File: config.mk
export PLATFORM = sky130hd
export DESIGN_NAME = serial_byte_exchange_port_core
export DESIGN_NICKNAME = d
export VERILOG_FILES = /design/src/sbx_pkg.sv /design/src/sbx_apb_regs.sv /design/src/sbx_xfer_engine.sv /design/src/serial_byte_exchange_port_core.sv
export SDC_FILE = /design/constraint.sdc
export NUM_CORES = 1
export LEC_CHECK = 0
export BUFFER_PORTS_ARGS = -buffer_cell sky130_fd_sc_hd__buf_4
export CAP_MARGIN = 0
export CORE_ASPECT_RATIO = 1.2
export CORE_UTILIZATION = 30
export CTS_CLUSTER_SIZE = 12
export DETAILED_ROUTE_END_ITERATION = 10
export GPL_TIMING_DRIVEN = 1
export HOLD_SLACK_MARGIN = 0.08
export PLACE_DENSITY = 0.61
export SYNTH_ARGS = -nofsm -noshare
export SYNTH_HDL_FRONTEND = slang
export SYNTH_SLANG_ARGS = --single-unit
export TNS_END_PERCENT = 10
File: constraint.sdc
create_clock -name clk -period 2.79 [get_ports clk]
set_clock_uncertainty 0.2 [all_clocks]
set_input_delay 0.6975 -clock clk [delete_from_list [all_inputs] [get_ports clk]]
set_output_delay 0.6975 -clock clk [all_outputs]
set_load 0.02 [all_outputs]
File: src/sbx_pkg.sv
package sbx_pkg;

	localparam int DEF_BITS_PER_BYTE = 8;

	localparam int APB_ADDR_W = 4;
	localparam int APB_DATA_W = 32;

	localparam logic [1:0] REG_MASTER_MODE = 2'd0;
	localparam logic [1:0] REG_HALF_PERIOD = 2'd1;
	localparam logic [1:0] REG_TIMEOUT     = 2'd2;

	localparam logic        RST_MASTER_MODE = 1'b0;
	localparam logic [15:0] RST_HALF_PERIOD = 16'd64;
	localparam logic [15:0] RST_TIMEOUT     = 16'd256;

	localparam logic [7:0] TIMEOUT_BYTE = 8'hFF;

	typedef struct packed {
		logic        kind;
		logic [7:0]  send_byte;
		logic        sin_level;
		logic        sck_level;
	} item_t;

	typedef struct packed {
		logic        sout_level;
		logic        sck_drive;
		logic        busy_res;
		logic        done_res;
		logic [7:0]  rx_byte;
		logic        timed_out;
	} res_t;

	typedef struct packed {
		logic        master_mode;
		logic [15:0] half_period_ticks;
		logic [15:0] timeout_ticks;
	} cfg_t;

endpackage

File: src/sbx_apb_regs.sv
module sbx_apb_regs (
	input  logic                             clk,
	input  logic                             arst_n,
	input  logic                             psel,
	input  logic                             penable,
	input  logic                             pwrite,
	input  logic [sbx_pkg::APB_ADDR_W-1:0]   paddr,
	input  logic [sbx_pkg::APB_DATA_W-1:0]   pwdata,
	output logic [sbx_pkg::APB_DATA_W-1:0]   prdata,
	output logic                             pready,
	output sbx_pkg::cfg_t                    cfg
);

	sbx_pkg::cfg_t cfg_q;
	logic          wr_en;
	logic [1:0]    reg_idx;

	assign pready  = 1'b1;
	assign wr_en   = psel & penable & pwrite;
	assign reg_idx = paddr[3:2];
	assign cfg     = cfg_q;

	always_ff @(posedge clk or negedge arst_n) begin
		if (!arst_n) begin
			cfg_q.master_mode       <= sbx_pkg::RST_MASTER_MODE;
			cfg_q.half_period_ticks <= sbx_pkg::RST_HALF_PERIOD;
			cfg_q.timeout_ticks     <= sbx_pkg::RST_TIMEOUT;
		end else if (wr_en) begin
			case (reg_idx)
				sbx_pkg::REG_MASTER_MODE: cfg_q.master_mode       <= pwdata[0];
				sbx_pkg::REG_HALF_PERIOD: cfg_q.half_period_ticks <= pwdata[15:0];
				sbx_pkg::REG_TIMEOUT:     cfg_q.timeout_ticks     <= pwdata[15:0];
				default: ;
			endcase
		end
	end

	always_comb begin
		case (reg_idx)
			sbx_pkg::REG_MASTER_MODE:
				prdata = {{(sbx_pkg::APB_DATA_W-1){1'b0}}, cfg_q.master_mode};
			sbx_pkg::REG_HALF_PERIOD:
				prdata = {{(sbx_pkg::APB_DATA_W-16){1'b0}}, cfg_q.half_period_ticks};
			sbx_pkg::REG_TIMEOUT:
				prdata = {{(sbx_pkg::APB_DATA_W-16){1'b0}}, cfg_q.timeout_ticks};
			default:
				prdata = '0;
		endcase
	end

endmodule

File: src/sbx_xfer_engine.sv
module sbx_xfer_engine #(
	parameter int BITS_PER_BYTE = sbx_pkg::DEF_BITS_PER_BYTE
) (
	input  logic           clk,
	input  logic           arst_n,
	input  logic           step,
	input  sbx_pkg::item_t item,
	input  sbx_pkg::cfg_t  cfg,
	output sbx_pkg::res_t  res
);

	localparam int IDX_W = $clog2(BITS_PER_BYTE + 1);
	localparam int EXT_W = (BITS_PER_BYTE > 8) ? BITS_PER_BYTE : 8;
	localparam logic [IDX_W-1:0] LAST_IDX = IDX_W'(BITS_PER_BYTE - 1);

	localparam logic [2:0] PH_IDLE        = 3'd0;
	localparam logic [2:0] PH_M_LOW       = 3'd1;
	localparam logic [2:0] PH_M_HIGH      = 3'd2;
	localparam logic [2:0] PH_S_WAIT_LOW  = 3'd3;
	localparam logic [2:0] PH_S_WAIT_HIGH = 3'd4;

	logic [2:0]               phase_q, phase_d;
	logic [BITS_PER_BYTE-1:0] tx_q, tx_d;
	logic [BITS_PER_BYTE-1:0] rx_q, rx_d;
	logic [IDX_W-1:0]         idx_q, idx_d;
	logic [15:0]              tick_q, tick_d;
	logic                     sout_q, sout_d;
	logic                     done, tmo;
	logic [7:0]               rbyte;
	logic [BITS_PER_BYTE-1:0] tx_send;
	logic [BITS_PER_BYTE-1:0] rx_sampled;
	logic [EXT_W-1:0]         rx_ext;
	logic                     last_bit;

	assign tx_send    = BITS_PER_BYTE'(item.send_byte);
	assign rx_sampled = (rx_q << 1) | BITS_PER_BYTE'(item.sin_level);
	assign rx_ext     = EXT_W'(rx_q);
	assign last_bit   = (idx_q == LAST_IDX);

	always_comb begin
		phase_d = phase_q;
		tx_d    = tx_q;
		rx_d    = rx_q;
		idx_d   = idx_q;
		tick_d  = tick_q;
		sout_d  = sout_q;
		done    = 1'b0;
		tmo     = 1'b0;
		rbyte   = '0;
		case (phase_q)
			PH_IDLE: begin
				if (item.kind) begin
					tx_d  = tx_send;
					rx_d  = '0;
					idx_d = '0;
					if (cfg.master_mode) begin
						sout_d  = tx_send[BITS_PER_BYTE-1];
						phase_d = PH_M_LOW;
						tick_d  = 16'd1;
					end else begin
						phase_d = PH_S_WAIT_LOW;
						tick_d  = '0;
					end
				end
			end
			PH_M_LOW: begin
				if (tick_q >= cfg.half_period_ticks) begin
					rx_d    = rx_sampled;
					phase_d = PH_M_HIGH;
					tick_d  = 16'd1;
				end else begin
					tick_d = tick_q + 16'd1;
				end
			end
			PH_M_HIGH: begin
				if (tick_q >= cfg.half_period_ticks) begin
					idx_d = idx_q + IDX_W'(1);
					tx_d  = tx_q << 1;
					if (last_bit) begin
						done    = 1'b1;
						rbyte   = rx_ext[7:0];
						phase_d = PH_IDLE;
						tick_d  = '0;
					end else begin
						sout_d  = tx_q[BITS_PER_BYTE-2 >= 0 ? BITS_PER_BYTE-2 : 0]
						          & (BITS_PER_BYTE > 1);
						phase_d = PH_M_LOW;
						tick_d  = 16'd1;
					end
				end else begin
					tick_d = tick_q + 16'd1;
				end
			end
			PH_S_WAIT_LOW, PH_S_WAIT_HIGH: begin
				if (phase_q == PH_S_WAIT_LOW && !item.sck_level) begin
					rx_d    = rx_sampled;
					sout_d  = tx_q[BITS_PER_BYTE-1];
					phase_d = PH_S_WAIT_HIGH;
					tick_d  = '0;
				end else if (phase_q == PH_S_WAIT_HIGH && item.sck_level) begin
					idx_d = idx_q + IDX_W'(1);
					tx_d  = tx_q << 1;
					if (last_bit) begin
						done    = 1'b1;
						rbyte   = rx_ext[7:0];
						phase_d = PH_IDLE;
					end else begin
						phase_d = PH_S_WAIT_LOW;
					end
					tick_d = '0;
				end else if (tick_q >= cfg.timeout_ticks) begin
					done    = 1'b1;
					tmo     = 1'b1;
					rbyte   = sbx_pkg::TIMEOUT_BYTE;
					phase_d = PH_IDLE;
					tick_d  = '0;
				end else begin
					tick_d = tick_q + 16'd1;
				end
			end
			default: begin
				phase_d = PH_IDLE;
				tick_d  = '0;
			end
		endcase

		res.sout_level = sout_d;
		res.sck_drive  = (phase_d != PH_M_LOW);
		res.busy_res   = (phase_d != PH_IDLE);
		res.done_res   = done;
		res.rx_byte    = rbyte;
		res.timed_out  = tmo;
	end

	always_ff @(posedge clk or negedge arst_n) begin
		if (!arst_n) begin
			phase_q <= PH_IDLE;
			tx_q    <= '0;
			rx_q    <= '0;
			idx_q   <= '0;
			tick_q  <= '0;
			sout_q  <= 1'b0;
		end else if (step) begin
			phase_q <= phase_d;
			tx_q    <= tx_d;
			rx_q    <= rx_d;
			idx_q   <= idx_d;
			tick_q  <= tick_d;
			sout_q  <= sout_d;
		end
	end

	assert property (@(posedge clk) disable iff (!arst_n)
		(phase_q == PH_IDLE) |-> (tick_q == '0 || $past(phase_q) == PH_IDLE))
		else $error("tick count left nonzero on return to idle");

	assert property (@(posedge clk) disable iff (!arst_n)
		(phase_q != PH_IDLE) |-> (idx_q <= LAST_IDX))
		else $error("bit index past word length during transfer");

	assert property (@(posedge clk) disable iff (!arst_n)
		(phase_q == PH_M_LOW || phase_q == PH_M_HIGH) |-> (tick_q != '0))
		else $error("master half counter is zero");

endmodule

File: src/serial_byte_exchange_port_core.sv
// Full-duplex serial byte exchange, MSB first, over data-out, data-in and clock pins.
// Each item on the input channel is one pin-sampling tick; every accepted item yields
// exactly one result showing pin drive levels and transfer status after that tick.
// Throughput is one item per clock cycle, and each result is registered: the transfer
// state is updated in a single pass per item and the result lands in an output
// register. A new item is taken whenever that register is empty or being read out
// in the same cycle; a result left waiting stalls the input until it is taken.
// Master or slave mode is latched at the start of a transfer; timing registers act
// at once. Registers sit on the APB port at 0x0 (master_mode), 0x4
// (half_period_ticks) and 0x8 (timeout_ticks) and should be written only while no
// transfer is in flight.
module serial_byte_exchange_port_core #(
	parameter int BITS_PER_BYTE = sbx_pkg::DEF_BITS_PER_BYTE
) (
	input  logic                             clk,
	input  logic                             arst_n,
	input  logic                             item_valid,
	output logic                             item_ready,
	input  sbx_pkg::item_t                   item,
	output logic                             res_valid,
	input  logic                             res_ready,
	output sbx_pkg::res_t                    res,
	input  logic                             psel,
	input  logic                             penable,
	input  logic                             pwrite,
	input  logic [sbx_pkg::APB_ADDR_W-1:0]   paddr,
	input  logic [sbx_pkg::APB_DATA_W-1:0]   pwdata,
	output logic [sbx_pkg::APB_DATA_W-1:0]   prdata,
	output logic                             pready
);

	sbx_pkg::cfg_t cfg;
	sbx_pkg::res_t res_d;
	sbx_pkg::res_t res_q;
	logic          res_valid_q;
	logic          step;

	assign item_ready = !res_valid_q || res_ready;
	assign step       = item_valid && item_ready;
	assign res_valid  = res_valid_q;
	assign res        = res_q;

	sbx_apb_regs u_regs (
		.clk     (clk),
		.arst_n  (arst_n),
		.psel    (psel),
		.penable (penable),
		.pwrite  (pwrite),
		.paddr   (paddr),
		.pwdata  (pwdata),
		.prdata  (prdata),
		.pready  (pready),
		.cfg     (cfg)
	);

	sbx_xfer_engine #(
		.BITS_PER_BYTE (BITS_PER_BYTE)
	) u_engine (
		.clk    (clk),
		.arst_n (arst_n),
		.step   (step),
		.item   (item),
		.cfg    (cfg),
		.res    (res_d)
	);

	always_ff @(posedge clk or negedge arst_n) begin
		if (!arst_n) begin
			res_valid_q <= 1'b0;
		end else if (step) begin
			res_valid_q <= 1'b1;
		end else if (res_ready) begin
			res_valid_q <= 1'b0;
		end
	end

	always_ff @(posedge clk) begin
		if (step) begin
			res_q <= res_d;
		end
	end

	assert property (@(posedge clk) disable iff (!arst_n)
		(res_valid_q && res_q.done_res) |-> !res_q.busy_res)
		else $error("transfer reported done while still busy");

	assert property (@(posedge clk) disable iff (!arst_n)
		(res_valid_q && res_q.timed_out) |->
			(res_q.done_res && res_q.rx_byte == sbx_pkg::TIMEOUT_BYTE))
		else $error("timeout without done or timeout byte");

	assert property (@(posedge clk) disable iff (!arst_n)
		(res_valid_q && !res_q.done_res) |-> (res_q.rx_byte == 8'h00))
		else $error("received byte nonzero outside done");

	assert property (@(posedge clk) disable iff (!arst_n)
		(res_valid_q && !res_q.sck_drive) |-> res_q.busy_res)
		else $error("clock driven low while idle");

endmodule
==> results.md <==
- Ratio of cells with drive above 1 in the final layout: 23.0%
- Largest net degree at the start of global routing: 39
- Total of max-cap violations: 0
- N_diodes: 0
- Antenna viol nets, final: 0
- Post-synth ARST share: 85.1%
- Vias in the first global route: 4,236
- Overflow after GRT: 0
- Clk root buf: clkbuf_16
- Ports: 102
- Die Wd: 121 um
- First-pass DRT Iterations: 4
- CP Launch Type: register
- Total CTS buffers: 9
- CTS tree: yes
- First-pass GRT wire length: 20.3 mm
- Syn avg cell area: 9.11 um^2
- Crit end category: register
- Drt wl/cell: 14.2 um
- Status: complete, but fails checks
- Tmin final: 3.01 ns
- Initial DRC Count: 193
- Dpl ws: -0.267 ns
- CP Buf/Inv Count: 2
- Worst-Margin Slew: 0.827 ns
- H-tree levels: 3
- Detailed-route DRC error count: 0
- # setup viols final: 43
- Hold Crit Class: primary input to async pin
- Initial Util: 31.0%
- Crit path max fanout: 7
- Multi-input gate area: 2600 um^2
- Pleak: 3.03 nW
- Top FF cell, synth: dfrtp_1
- Clk_lat worst skew: 0.35 ns
- Initial antenna violation count: 0
- Slowest CP cell: or4_4
- Cell Chain, Critical Path: inv_1 -> ha_1 -> nand4_1 -> nor3_2 -> or4_4 -> a211o_1 -> buf_12 -> mux2i_1 -> a21o_1 -> or3b_1
- Max Slew Vio Count: 0
- CTS Buffer Depth: 2
- Ys Warns: 0
- Area Growth Syn to Fin: 26.2%
- Top delay family on crit path: simple AND/OR/NAND/NOR gates
- Critical path class: register to register
- Crit-path max cell delay: 0.48 ns
- RD Place Congestion: 0.825
- Peak Freq: 0.333 GHz
- Die ar.: 17,500 um^2
- Crit path arrival time: 2.89 ns
- Synth cell types: 54
- Mapped cell area: 5090 um^2
- Vias per std cell: 4.94
- Sink Count: 87
- Num rows: 51
- WP data required: 2.68 ns
- Worst vdd ir: 0.375 mV
- CTS Hold Bufs: 0
- Slew margin rel.: 44.7%
- Final WL: 12.3 mm
- GRT Total Usage: 14.8%
- Post-DP HPWL: 9.09 mm
- Violated checks: negative setup slack
- Crit share post-route: 108%
- RSZ-0062 raised after global routing: yes
- Core ar.: 16,400 um^2
- Synth Instances: 559
- Seq/Total Area, Yosys: 44.1%
- Reg area: 2240 um^2
- Seq cells post-synth: 87
- Vias: 4,269
- Setup TNS: -4.01 ns
- Post-route worst setup slack: -0.215 ns
- Fillers: 1,614
- Core Util, Final: 39.2%
- Post-synth EDFFs: 13
- Reg clk slew, reported paths: 0.07 ns
- Power Density: 761 nW/um^2
- Port Buffers: 66
- Final hold vios: 0
- Die height: 145 um
- # nets final: 736
-- worst register-to-register path: cells and delay by family (launching register included) --
family / cells / cell delay (ns)
DFF: 1 / 0.38
adders and majority gates: 1 / 0.23
muxes: 1 / 0.11
and+or+nand+nor: 4 / 1.11
AOI/OAI and AO/OA: 2 / 0.46
buffers and inverters: 2 / 0.23
-- timing repair --
item,CTS,global route
buffers inserted,1,0
resized for setup,14,14
gates cloned,1,1
pin swaps,18,3
setup endpoints to repair,33,51
endpoints found under the hold margin,0,0
-- sequential cells by signal, indices dropped and copies added, names as in the netlist --
register,cells
res,13
res_valid,1
u_engine.idx_q,4
u_engine.phase_q,3
u_engine.rx_ext,8
u_engine.sout_q,1
u_engine.tick_q,16
u_engine.tx_q,8
u_regs.cfg,33
-- kinds of logic (layout without fill, tap and decap cells) --
logic type               after synthesis  after routing  synth area share [%]
AND/OR/NAND/NOR                      170            170                  15.0
AO/OA/AOI/OAI                        163            163                  20.3
flip-flops                            87             87                  44.1
buffers and inverters                 82            161                  7.94
adder cells (fa/ha/maj)               34             34                  8.36
multiplexers                          17             17                  3.47
XOR/XNOR                               4              4                 0.688
other                                  2             17                 0.148
-- per-layer routing --
layer / global-route usage [%] / part of all wire [%] / vias to the layer above
li1: - / - / 2121
met3: 2.55 / 3.5 / 13
met2: 26.1 / 50 / 88
met5: 0 / 0 / -
met4: 6.24 / 1.5 / 0
met1: 17.6 / 45 / 2047
-- synth_stat cells (all sizes together) (12+ instances only) --
| master | number | share of area, % |
|---|---|---|
| a21oi | 31 | 3.0 |
| a22o | 17 | 2.9 |
| buf | 23 | 3.6 |
| clkbuf | 19 | 1.4 |
| dfrtp | 72 | 35 |
| edfxtp | 13 | 7.7 |
| ha | 34 | 8.4 |
| inv | 40 | 2.9 |
| mux2i | 12 | 2.4 |
| nand2 | 88 | 6.5 |
| nand3 | 15 | 1.5 |
| nor2 | 25 | 1.8 |
| o21ai | 68 | 6.7 |
-- area by class of cell --
type	instances	area share, %
multi-input cells	405	40.4
flip-flops and latches	87	34.9
clock inverters	6	1.03
repair buffers	105	13.3
well taps	212	4.13
inverters	40	2.34
clock buffers	10	3.89
-- worst paths after layout --
check                           slack, ns  depth (start not counted)                  end          startpoint
min in group clk                     0.28                          2   u_engine.rx_ext[7]  u_engine.rx_ext[7]
worst min register to register       0.28                          2   u_engine.rx_ext[7]  u_engine.rx_ext[7]
worst max-delay path                -0.22                         10              res[10]      u_regs.cfg[28]
worst max register to register      -0.22                         10              res[10]      u_regs.cfg[28]
max in group asynchronous            1.67                          2  u_engine.phase_q[2]              arst_n
worst min-delay path                 0.10                          1     u_engine.tx_q[3]              arst_n
-- stage by stage --
stage / total power, W / hold slack (ns) / cells / cell area [um^2]
finish: 0.00489 / 0.104 / 865 / 6430
global route: 0.00523 / 0.139 / 865 / 6430
CTS: 0.00489 / 0.128 / 864 / 6380
detailed placement: 0.00356 / 0.266 / 846 / 6000
global placement: 0.00349 / 0.253 / 846 / 6000
floorplan: 0.00299 / 0.202 / 574 / 5150
-- report_power, final --
| group | leakage, nW | internal [W] | switching (W) |
|---|---|---|---|
| sequential | 1.06 | 0.00159 | 0.000211 |
| clock | 0.158 | 0.000751 | 0.000519 |
| combinational | 1.81 | 0.000766 | 0.00105 |
| total | 3.03 | 0.00311 | 0.00178 |
-- placed cells by master (no fill, tap or decap), types with 3 or more instances in the layout --
cell	Yosys	layout
a21o_1	11	11
nor2_1	25	24
o21ai_1	1	10
nand2_1	88	88
ha_4	0	3
clkbuf_16	0	10
buf_4	17	96
nor3_1	7	5
mux2_2	5	5
or2_2	4	3
buf_12	0	5
o21ai_0	67	58
o31ai_1	4	3
inv_1	40	38
a21oi_1	31	31
dfrtp_1	72	72
a31oi_1	11	10
a22o_1	17	17
edfxtp_1	13	13
and3_1	3	3
nor2b_1	4	4
ha_1	34	31
o21a_1	4	4
nand3_1	15	15
mux2i_1	12	12
nand4_1	7	7
xnor2_1	3	3
conb_1	2	17
nand2b_1	9	9
No activity file was read; power rests on OpenSTA's default activity.
